--- src/design/pgr_pkg.sv ---
package pgr_pkg;

    localparam int NUM_CHANNELS = 8;
    localparam int CH_W         = 3;
    localparam int PWM_W        = 16;
    localparam int HITS_W       = 8;
    localparam int CFG_DATA_W   = 16;
    localparam int CFG_IDX_W    = 2;

    localparam logic [HITS_W-1:0]       HITS_MAX      = 8'd255;
    localparam logic [NUM_CHANNELS-1:0] MASK_RESET    = '0;
    localparam logic [PWM_W-1:0]        BAND_RESET    = 16'd80;
    localparam logic [HITS_W-1:0]       CONFIRM_RESET = 8'd3;

    typedef enum logic [CFG_IDX_W-1:0] {
        CFG_MASK    = 2'd0,
        CFG_BAND    = 2'd1,
        CFG_CONFIRM = 2'd2
    } t_cfg_idx;

    typedef struct packed {
        logic [PWM_W-1:0]  stable;
        logic [PWM_W-1:0]  cand;
        logic [HITS_W-1:0] hits;
    } t_chan_state;

    typedef struct packed {
        logic              enabled;
        logic              ch_ready;
        logic              sample_valid;
        logic [PWM_W-1:0]  pwm_value;
        t_chan_state       st;
        logic [PWM_W-1:0]  near_band;
        logic [HITS_W-1:0] confirm;
    } t_upd_req;

    typedef struct packed {
        logic             wr_en;
        logic             set_ready;
        t_chan_state      st;
        logic [PWM_W-1:0] pwm_out;
        logic             held;
    } t_upd_rsp;

endpackage

--- src/design/pgr_in_if.sv ---
interface pgr_in_if import pgr_pkg::*; ();
    logic             valid;
    logic             ready;
    logic [CH_W-1:0]  channel;
    logic [PWM_W-1:0] pwm_value;
    logic             sample_valid;

    modport source (output valid, channel, pwm_value, sample_valid, input ready);
    modport sink   (input valid, channel, pwm_value, sample_valid, output ready);
endinterface

--- src/design/pgr_out_if.sv ---
interface pgr_out_if import pgr_pkg::*; ();
    logic             valid;
    logic             ready;
    logic [PWM_W-1:0] pwm_out;
    logic             held;

    modport source (output valid, pwm_out, held, input ready);
    modport sink   (input valid, pwm_out, held, output ready);
endinterface

--- src/design/pgr_update.sv ---
module pgr_update import pgr_pkg::*; (
    input  t_upd_req i_req,
    output t_upd_rsp o_rsp
);

    logic [PWM_W-1:0]  diff_stable;
    logic [PWM_W-1:0]  diff_cand;
    logic              near_stable;
    logic              near_cand;
    logic [HITS_W-1:0] hits_inc;

    assign diff_stable = (i_req.pwm_value >= i_req.st.stable) ?
                         i_req.pwm_value - i_req.st.stable :
                         i_req.st.stable - i_req.pwm_value;
    assign diff_cand   = (i_req.pwm_value >= i_req.st.cand) ?
                         i_req.pwm_value - i_req.st.cand :
                         i_req.st.cand - i_req.pwm_value;
    assign near_stable = diff_stable <= i_req.near_band;
    assign near_cand   = diff_cand <= i_req.near_band;

    always_comb begin
        o_rsp           = '0;
        o_rsp.st        = i_req.st;
        o_rsp.pwm_out   = i_req.pwm_value;
        o_rsp.held      = 1'b0;
        hits_inc        = '0;
        if (i_req.enabled) begin
            priority if (!i_req.sample_valid) begin
                if (i_req.ch_ready) begin
                    o_rsp.pwm_out = i_req.st.stable;
                    o_rsp.held    = 1'b1;
                end
            end else if (!i_req.ch_ready || near_stable) begin
                o_rsp.wr_en     = 1'b1;
                o_rsp.set_ready = 1'b1;
                o_rsp.st.stable = i_req.pwm_value;
                o_rsp.st.cand   = i_req.pwm_value;
                o_rsp.st.hits   = '0;
            end else begin
                o_rsp.wr_en = 1'b1;
                if (near_cand) begin
                    hits_inc = (i_req.st.hits == HITS_MAX) ? HITS_MAX :
                               i_req.st.hits + HITS_W'(1);
                end else begin
                    hits_inc      = HITS_W'(1);
                    o_rsp.st.cand = i_req.pwm_value;
                end
                if (hits_inc >= i_req.confirm) begin
                    o_rsp.st.stable = i_req.pwm_value;
                    o_rsp.st.hits   = '0;
                end else begin
                    o_rsp.st.hits = hits_inc;
                    o_rsp.pwm_out = i_req.st.stable;
                    o_rsp.held    = 1'b1;
                end
            end
        end
    end

endmodule

--- src/design/pwm_glitch_rejector_top.sv ---
// channel  dir  payload                              accepted when
// i_smp    in   channel, pwm_value, sample_valid     valid && ready
// o_res    out  pwm_out, held                        valid && ready
// i_cfg    in   i_cfg_idx, i_cfg_data                i_cfg_we
//
// one item per cycle sustained unless o_res stalls; each item passes the stage then the output register
// channel state lives in an 8-entry memory read at accept, written back when the item leaves the update stage
// a write-back to the channel being read is forwarded into the read register
// while the result waits one more item enters the update stage, then input stalls
// synchronous active-low reset clears control and the per-channel ready bits, loads config defaults
module pwm_glitch_rejector_top import pgr_pkg::*; (
    input  logic                  i_clk,
    input  logic                  i_rst_n,
    pgr_in_if.sink                i_smp,
    pgr_out_if.source             o_res,
    input  logic                  i_cfg_we,
    input  logic [CFG_IDX_W-1:0]  i_cfg_idx,
    input  logic [CFG_DATA_W-1:0] i_cfg_data
);

    t_chan_state r_mem [NUM_CHANNELS];
    t_chan_state r_rd_data;

    logic [NUM_CHANNELS-1:0] r_mask;
    logic [PWM_W-1:0]        r_band;
    logic [HITS_W-1:0]       r_confirm;
    logic [NUM_CHANNELS-1:0] r_ch_ready;

    logic             r_s1_valid;
    logic [CH_W-1:0]  r_s1_ch;
    logic [PWM_W-1:0] r_s1_pwm;
    logic             r_s1_sv;

    logic             r_out_valid;
    logic             n_out_valid;
    logic [PWM_W-1:0] r_out_pwm;
    logic             r_out_held;

    logic     s1_advance;
    logic     in_acc;
    logic     upd_we;
    t_upd_req req;
    t_upd_rsp rsp;

    assign s1_advance  = r_s1_valid && (!r_out_valid || o_res.ready);
    assign i_smp.ready = !r_s1_valid || s1_advance;
    assign in_acc      = i_smp.valid && i_smp.ready;
    assign upd_we      = s1_advance && rsp.wr_en;

    always_comb begin
        req.enabled      = r_mask[r_s1_ch];
        req.ch_ready     = r_ch_ready[r_s1_ch];
        req.sample_valid = r_s1_sv;
        req.pwm_value    = r_s1_pwm;
        req.st           = r_rd_data;
        req.near_band    = r_band;
        req.confirm      = r_confirm;
    end

    pgr_update u_update (
        .i_req (req),
        .o_rsp (rsp)
    );

    always_ff @(posedge i_clk) begin
        if (upd_we) begin
            r_mem[r_s1_ch] <= rsp.st;
        end
        if (in_acc) begin
            r_rd_data <= (upd_we && r_s1_ch == i_smp.channel) ? rsp.st
                                                               : r_mem[i_smp.channel];
            r_s1_ch   <= i_smp.channel;
            r_s1_pwm  <= i_smp.pwm_value;
            r_s1_sv   <= i_smp.sample_valid;
        end
        if (s1_advance) begin
            r_out_pwm  <= rsp.pwm_out;
            r_out_held <= rsp.held;
        end
    end

    always_comb begin
        n_out_valid = r_out_valid;
        priority if (s1_advance) begin
            n_out_valid = 1'b1;
        end else if (o_res.ready) begin
            n_out_valid = 1'b0;
        end
    end

    always_ff @(posedge i_clk) begin
        if (!i_rst_n) begin
            r_s1_valid  <= 1'b0;
            r_out_valid <= 1'b0;
            r_ch_ready  <= '0;
            r_mask      <= MASK_RESET;
            r_band      <= BAND_RESET;
            r_confirm   <= CONFIRM_RESET;
        end else begin
            r_out_valid <= n_out_valid;
            if (in_acc) begin
                r_s1_valid <= 1'b1;
            end else if (s1_advance) begin
                r_s1_valid <= 1'b0;
            end
            if (upd_we && rsp.set_ready) begin
                r_ch_ready[r_s1_ch] <= 1'b1;
            end
            if (i_cfg_we) begin
                unique case (i_cfg_idx)
                    CFG_MASK:    r_mask    <= i_cfg_data[NUM_CHANNELS-1:0];
                    CFG_BAND:    r_band    <= i_cfg_data[PWM_W-1:0];
                    CFG_CONFIRM: r_confirm <= i_cfg_data[HITS_W-1:0];
                    default:     ;
                endcase
            end
        end
    end

    assign o_res.valid   = r_out_valid;
    assign o_res.pwm_out = r_out_pwm;
    assign o_res.held    = r_out_held;

    a_advance_fills_out: assert property (@(posedge i_clk) disable iff (!i_rst_n)
        s1_advance |=> r_out_valid)
        else $error("stage result did not reach the output register");

    a_stall_holds_stage: assert property (@(posedge i_clk) disable iff (!i_rst_n)
        r_s1_valid && !s1_advance |=> r_s1_valid && $stable(r_s1_ch) && $stable(r_s1_pwm))
        else $error("stalled item lost from the update stage");

    a_ready_bits_on_update: assert property (@(posedge i_clk) disable iff (!i_rst_n)
        r_ch_ready != $past(r_ch_ready) |-> $past(upd_we) && $past(i_rst_n))
        else $error("channel ready bit changed without a state write");

endmodule
--- src/flat_wrapper.sv ---
// flat-port wrapper written by rule: the top's interface ports become plain ports
module pwm_glitch_rejector_top_flat import pgr_pkg::*;
  (i_clk, i_rst_n, i_cfg_we, i_cfg_idx, i_cfg_data, i_smp_valid, i_smp_channel, i_smp_pwm_value, i_smp_sample_valid, i_smp_ready, o_res_valid, o_res_pwm_out, o_res_held, o_res_ready);
  pgr_in_if i_smp_i ();
  pgr_out_if o_res_i ();
  input  logic i_clk;
  input  logic i_rst_n;
  input  logic i_cfg_we;
  input  logic [CFG_IDX_W-1:0] i_cfg_idx;
  input  logic [CFG_DATA_W-1:0] i_cfg_data;
  input wire logic [$bits(i_smp_i.valid)-1:0] i_smp_valid;
  input wire logic [$bits(i_smp_i.channel)-1:0] i_smp_channel;
  input wire logic [$bits(i_smp_i.pwm_value)-1:0] i_smp_pwm_value;
  input wire logic [$bits(i_smp_i.sample_valid)-1:0] i_smp_sample_valid;
  output wire logic [$bits(i_smp_i.ready)-1:0] i_smp_ready;
  output wire logic [$bits(o_res_i.valid)-1:0] o_res_valid;
  output wire logic [$bits(o_res_i.pwm_out)-1:0] o_res_pwm_out;
  output wire logic [$bits(o_res_i.held)-1:0] o_res_held;
  input wire logic [$bits(o_res_i.ready)-1:0] o_res_ready;
  assign i_smp_i.valid = i_smp_valid;
  assign i_smp_i.channel = i_smp_channel;
  assign i_smp_i.pwm_value = i_smp_pwm_value;
  assign i_smp_i.sample_valid = i_smp_sample_valid;
  assign i_smp_ready = i_smp_i.ready;
  assign o_res_valid = o_res_i.valid;
  assign o_res_pwm_out = o_res_i.pwm_out;
  assign o_res_held = o_res_i.held;
  assign o_res_i.ready = o_res_ready;
  pwm_glitch_rejector_top u_core (.i_clk(i_clk), .i_rst_n(i_rst_n), .i_smp(i_smp_i), .o_res(o_res_i), .i_cfg_we(i_cfg_we), .i_cfg_idx(i_cfg_idx), .i_cfg_data(i_cfg_data));
endmodule
--- config.mk ---
export PLATFORM = sky130hd
export DESIGN_NAME = pwm_glitch_rejector_top_flat
export DESIGN_NICKNAME = d
export VERILOG_FILES = /design/src/design/pgr_pkg.sv /design/src/design/pgr_in_if.sv /design/src/design/pgr_out_if.sv /design/src/design/pgr_update.sv /design/src/design/pwm_glitch_rejector_top.sv /design/src/flat_wrapper.sv
export SDC_FILE = /design/constraint.sdc
export NUM_CORES = 1
export LEC_CHECK = 0
export ABC_AREA = 1
export ABC_CLOCK_PERIOD_IN_PS = 6280
export BUFFER_PORTS_ARGS = -buffer_cell sky130_fd_sc_hd__buf_2
export CAP_MARGIN = 30
export CORE_UTILIZATION = 40
export DETAILED_ROUTE_END_ITERATION = 7
export GPL_TIMING_DRIVEN = 0
export HOLD_SLACK_MARGIN = 0.15
export SLEW_MARGIN = 20
export SYNTH_ARGS = -nofsm -noshare
export SYNTH_HDL_FRONTEND = slang
export SYNTH_SLANG_ARGS = --single-unit
--- constraint.sdc ---
create_clock -name i_clk -period 6.28 [get_ports i_clk]
set_input_delay 0 -clock i_clk [delete_from_list [all_inputs] [get_ports i_clk]]
set_output_delay 0 -clock i_clk [all_outputs]
set_load 0.02 [all_outputs]
== Word level (Yosys, flattened, before mapping) ==
Memories as Yosys holds them, arrays and structs flattened. A register that Yosys moved wholly into a read port is not among the register bits.
Index checks and enable logic that the tools add are counted.

* $add $sub $neg: 5
* $lt $le $gt $ge: 7
* Eq/ne operators: 3
* Multiplexer cells: 30
* Bitwise operators: 1
* Reduce and logical (&&, ||, !) cells: 17

{| class="wikitable"
|+ Operators by type and width
! operator !! count
|-
| 17-bit 2-to-1 mux || 4
|-
| 16-bit 2-to-1 mux || 4
|-
| 16-bit subtractor || 4
|-
| 59-bit 2-to-1 mux || 1
|-
| 8-bit 2-to-1 mux || 6
|-
| 42-bit 2-to-1 mux || 1
|-
| 40-bit 2-to-1 mux || 1
|-
| 16-bit greater-or-equal comparator || 2
|-
| 16-bit less-or-equal comparator || 2
|-
| 1-bit 2-to-1 mux || 10
|-
| 8-bit by 1-bit adder with 8-bit output, second input constant || 1
|-
| 8-bit == test, second input constant || 1
|-
| 8-bit greater-or-equal comparator || 1
|-
| 8-bit bitwise OR || 1
|-
| 1-bit binary-select mux with 3-bit select || 2
|-
| 2-bit AND reduction || 3
|-
| 1-bit logical AND || 5
|-
| 3-bit by 4-bit less-than comparator with 1-bit output, second input constant || 1
|-
| 2-bit nonzero test || 2
|-
| 1-bit demux with 3-bit select || 1
|-
| 3-bit by 1-bit greater-or-equal comparator with 1-bit output, second input constant || 1
|-
| 1-bit logical NOT || 3
|-
| 1-bit logical OR || 3
|-
| 2-bit by 1-bit == test with 1-bit output, second input constant || 1
|-
| 2 further kinds || 2
|}

* Flip-flop bits (word level): 79
* Bits in writable memories: 320
* Logic and storage cells: 75
* Memories kept: 1

{| class="wikitable"
|+ Memories
! memory !! depth !! bits a word !! read ports !! clocked after memory_dff !! write ports !! RTL line !! RTL
|-
| u_core.r_mem || 8 || 40 || 1 || 1 || 1 || pwm_glitch_rejector_top.sv:21 || <nowiki>t_chan_state r_mem [NUM_CHANNELS];</nowiki>
|}

== Depth between registers and ports, before layout ==
* Depth in word-level cells: 15
* Mapped depth: 44
* Depth with buffers taken out: 41

== By module ==
A second synthesis with hierarchy kept.

* Cells, all modules: 2851
* Area, all modules: 24663.7 um^2

{| class="wikitable"
|+ Modules (own cells, without submodules)
! module !! times used !! cells each !! area an instance (um^2) !! seq. area each (um^2)
|-
| pwm_glitch_rejector_top || 1 || 1722 || 18554.0 || 12762.2
|-
| pgr_update || 1 || 1129 || 6109.6 || 0.0
|}

== Worst setup path before layout ==
No wires, ideal clock.

* Path kind: register to register
* From: register, netlist name u_core.r_s1_pwm[0]
* To: register, netlist name u_core.r_rd_data[29]
* Library setup time: 0.253 ns
* Arrival time: 5.000 ns
* Setup slack: 1.028 ns
* Cell stages (with the launch flop): 35
* Path buffers: 1
* Period minus slack after synthesis: 5.252 ns
* Cells stage by stage: edfxtp_1 inv_1 ha_1 inv_1 fa_1 nand2_1 nand2_1 nand2_1 o211ai_1 nand2_1 nand3_1 inv_2 nand2_1 nand2_1 nor2_1 nor2_1 inv_1 ha_1 nand2_1 nor4_1 nand4_1 nand2_1 inv_1 nor2_1 ha_1 a21oi_1 o21a_1 nand2_1 nor2_1 clkbuf_1 nand4_1 nand3_1 nand2_1 nand2_1 nand2_1

==> metrics <==
outcome completed; # clock sinks ~440; kind of cell with the highest combined delay on the critical path simple AND/OR/NAND/NOR gates; peak clock frequency supported by timing 0.1663 GHz; Final Power between 7000 and 8000 uW; maximum fanout encountered on the critical timing path 10; highest-count cells in the layout ignoring fill and taps 798 x nand2_1, 397 x edfxtp_1, 320 x nand3_1, 181 x inv_1, 116 x a21oi_1; per-instance average area after synthesis 9.156 um2; per-cell routed wire length slightly below 20 um; count of inserted antenna diode cells 0; H-tree depth 2; Least-Margin Pin Slew ~0.9 ns; residual antenna-violating net count after detailed routing 0; proportion of layout cells with a drive suffix above 1 0.1064; Die X between 200 and 250 um; type of the worst setup path register to register; worst path setup slack after routing approximately 0.27 ns; number of buffers created by CTS 46; sequential cell area about 13000 um2; Worst EP arrival 6.36 ns; count of distinct cell types in the synthesized netlist 44; post-synthesis to final-layout area growth 19.84%; Fill cells between 5000 and 6000; die height between 200 and 250 um; Tot GR Track Use 0.2432; proportion of synthesized chip area in sequential cells 0.5659; dominant cell type by count on the critical path nand2_1; Netlist Area Pre-Place 22550 um2; power per unit of standard cell area 274.5 nW/um2; clock-pin slew on the worst setup and hold paths 0.06 ns; number of failing setup endpoints in the final timing report 0; Slew HR 0.3967; Period minus WS final around 6 ns; min-delay worst type input port to register; starting density of the core 0.4069; Die Area between 50000 and 60000 um2; most frequent standard cell in the layout excluding fill and tap cells nand2_1; number of antenna violations at the first check in global routing 0; fin crit share 0.9577; Final Hold Slack approximately 0.17 ns; insertion delay of the later-clocked pin in the worst-skew pair 0.59 ns; total congestion overflow after global routing 0; number of synthesized register bits 439; category of the worst setup path capture point register; syn nets approximately 2600; static leakage power about 0.011 uW; largest net degree at the start of global routing 56; final number of hold-violating endpoints 0; number of vias after detailed routing around 18000; 1st-pass router iterations 5; Max-cap violations 0; Vias/cell 5.242; cell with the biggest individual delay on the critical path edfxtp_1; count of input and output buffers between 60 and 70; post-placement setup slack -1.052 ns; critical path required time 6.63 ns; drt initial violations ~1700; Residual DRC 0; Crit path buffers/inverters 6; final estimated routing congestion in global placement a little over 0.9; Critical Path Start Type register; cell count after synthesis 2463; Cell Rows 86; largest clock skew in the final design a little under 0.02 ns; number of global-route vias before repair 17610; core area 55420 um2; stage delay of the slowest cell on the critical path roughly 0.46 ns; Detail Placement HPWL between 40000 and 50000 um; number of top-level pins just over 60; number of synthesis warnings 0; Final nets approximately 2900; Layout Utilization 0.4877; clock tree from TritonCTS done; post-detailed-routing wire length 69140 um; first-pass GRT wire length 104400 um; footprint of the multi-input gates around 8900 um2; CTS Root Cell clkbuf_16; count of final max-slew check failures 0; maximum vdd drop about 210 uV; Bufs on Longest Clock Path 3
Yosys cell counts (all sizes together):
cell     count  area [um2]
nand3b       4       30.03
ha         103        1289
o21a         5       37.54
clkinv       2       7.510
inv        200       753.2
nand3      329        1664
xnor2        3       26.28
and2        16       100.1
nand4       20       125.1
nand2      828        3143
a21o         5       37.54
o21ai      106       530.5
dfxtp       42       840.8
xor2        19       166.4
clkbuf      74       279.0
nor2       104       400.4
nor3         8       40.04
o21bai       7       52.55
o22ai       19       118.9
edfxtp     397       11920
a22oi        1       7.510
a31oi        1       6.260
o2111ai      1       8.760
a21boi       3       22.52
o211ai       8       60.06
buf         33       180.2
or2          2       12.51
fa           4       80.08
nor4         2       12.51
a21oi      117       596.8
per-layer routing:
metal / vias up / GRT usage / share of wire
met5: - / 0 / 0
met4: 0 / 0.1092 / 0.043
met3: 141 / 0.02662 / 0.061
met2: 630 / 0.3939 / 0.47
met1: 8661 / 0.3287 / 0.43
li1: 8821 / - / -
area by class of cell:
type,count,area share
Buffer,107,0.01722
Clock buffer,63,0.04621
Clock inverter,19,0.008149
Inverter,202,0.02866
Multi-Input combinational cell,1715,0.3286
Sequential cell,439,0.4722
Tap cell,748,0.03463
Timing Repair Buffer,189,0.06426
worst reg2reg max path: cells and delay by family (launching register included):
kind	cells	cell delay, ns
AND/OR/NAND/NOR	20	2.81
adder cells (fa/ha/maj)	4	1.17
flip-flops	1	0.46
buffers and inverters	6	0.91
AO/OA/AOI/OAI	3	0.47
state kept, by name, summed over array words and instances (netlist names):
name                  cells
u_core.r_mem            320
u_core.r_band            16
u_core.r_mask             8
u_core.r_s1_sv            1
u_core.o_res.valid        1
u_core.r_ch_ready         8
u_core.o_res.pwm_out     16
u_core.r_rd_data         40
u_core.r_s1_pwm          16
u_core.r_s1_ch            3
u_core.r_confirm          8
u_core.o_res.held         1
u_core.r_s1_valid         1
power by group:
group          internal, uW  switching (uW)
clock                  1530            1160
sequential             3280            42.1
combinational           473             935
what timing repair did:
item	CTS	global route
hold endpoints to repair	105	0
hold buffers	76	0
pin swaps	1	6
buffers inserted	3	32
gates resized for setup	28	58
endpoints found under the setup margin	233	232
path summary, 6_finish.rpt:
| path | startpoint | slack (ns) | endpoint | depth (start not counted) |
|---|---|---|---|---|
| min reg2reg | u_core.r_ch_ready[4] | 0.45 | u_core.r_ch_ready[4] | 2 |
| max | u_core.r_s1_pwm[0] | 0.27 | u_core.r_rd_data[39] | 33 |
| min | i_smp_pwm_value[0] | 0.17 | u_core.r_s1_pwm[0] | 2 |
| max reg2reg | u_core.r_s1_pwm[0] | 0.27 | u_core.r_rd_data[39] | 33 |
stage by stage:
step                setup TNS [ns]  cells  cell area (um2)
floorplan                        0   2463            22550
global placement           -167.67   3272            23790
global route               -0.8079   3482            27020
CTS                              0   3450            26560
finish                           0   3482            27020
detailed placement         -182.51   3289            24220
cell families after synthesis:
family                   after synthesis  share of synthesized area
AO/OA/AOI/OAI                        273                    0.06558
AND/OR/NAND/NOR                     1313                     0.2451
adder cells (fa/ha/maj)              107                    0.06070
flip-flops                           439                     0.5659
XOR/XNOR                              22                   0.008545
buffers and inverters                309                    0.05410
(Power assumes the default switching activity.)
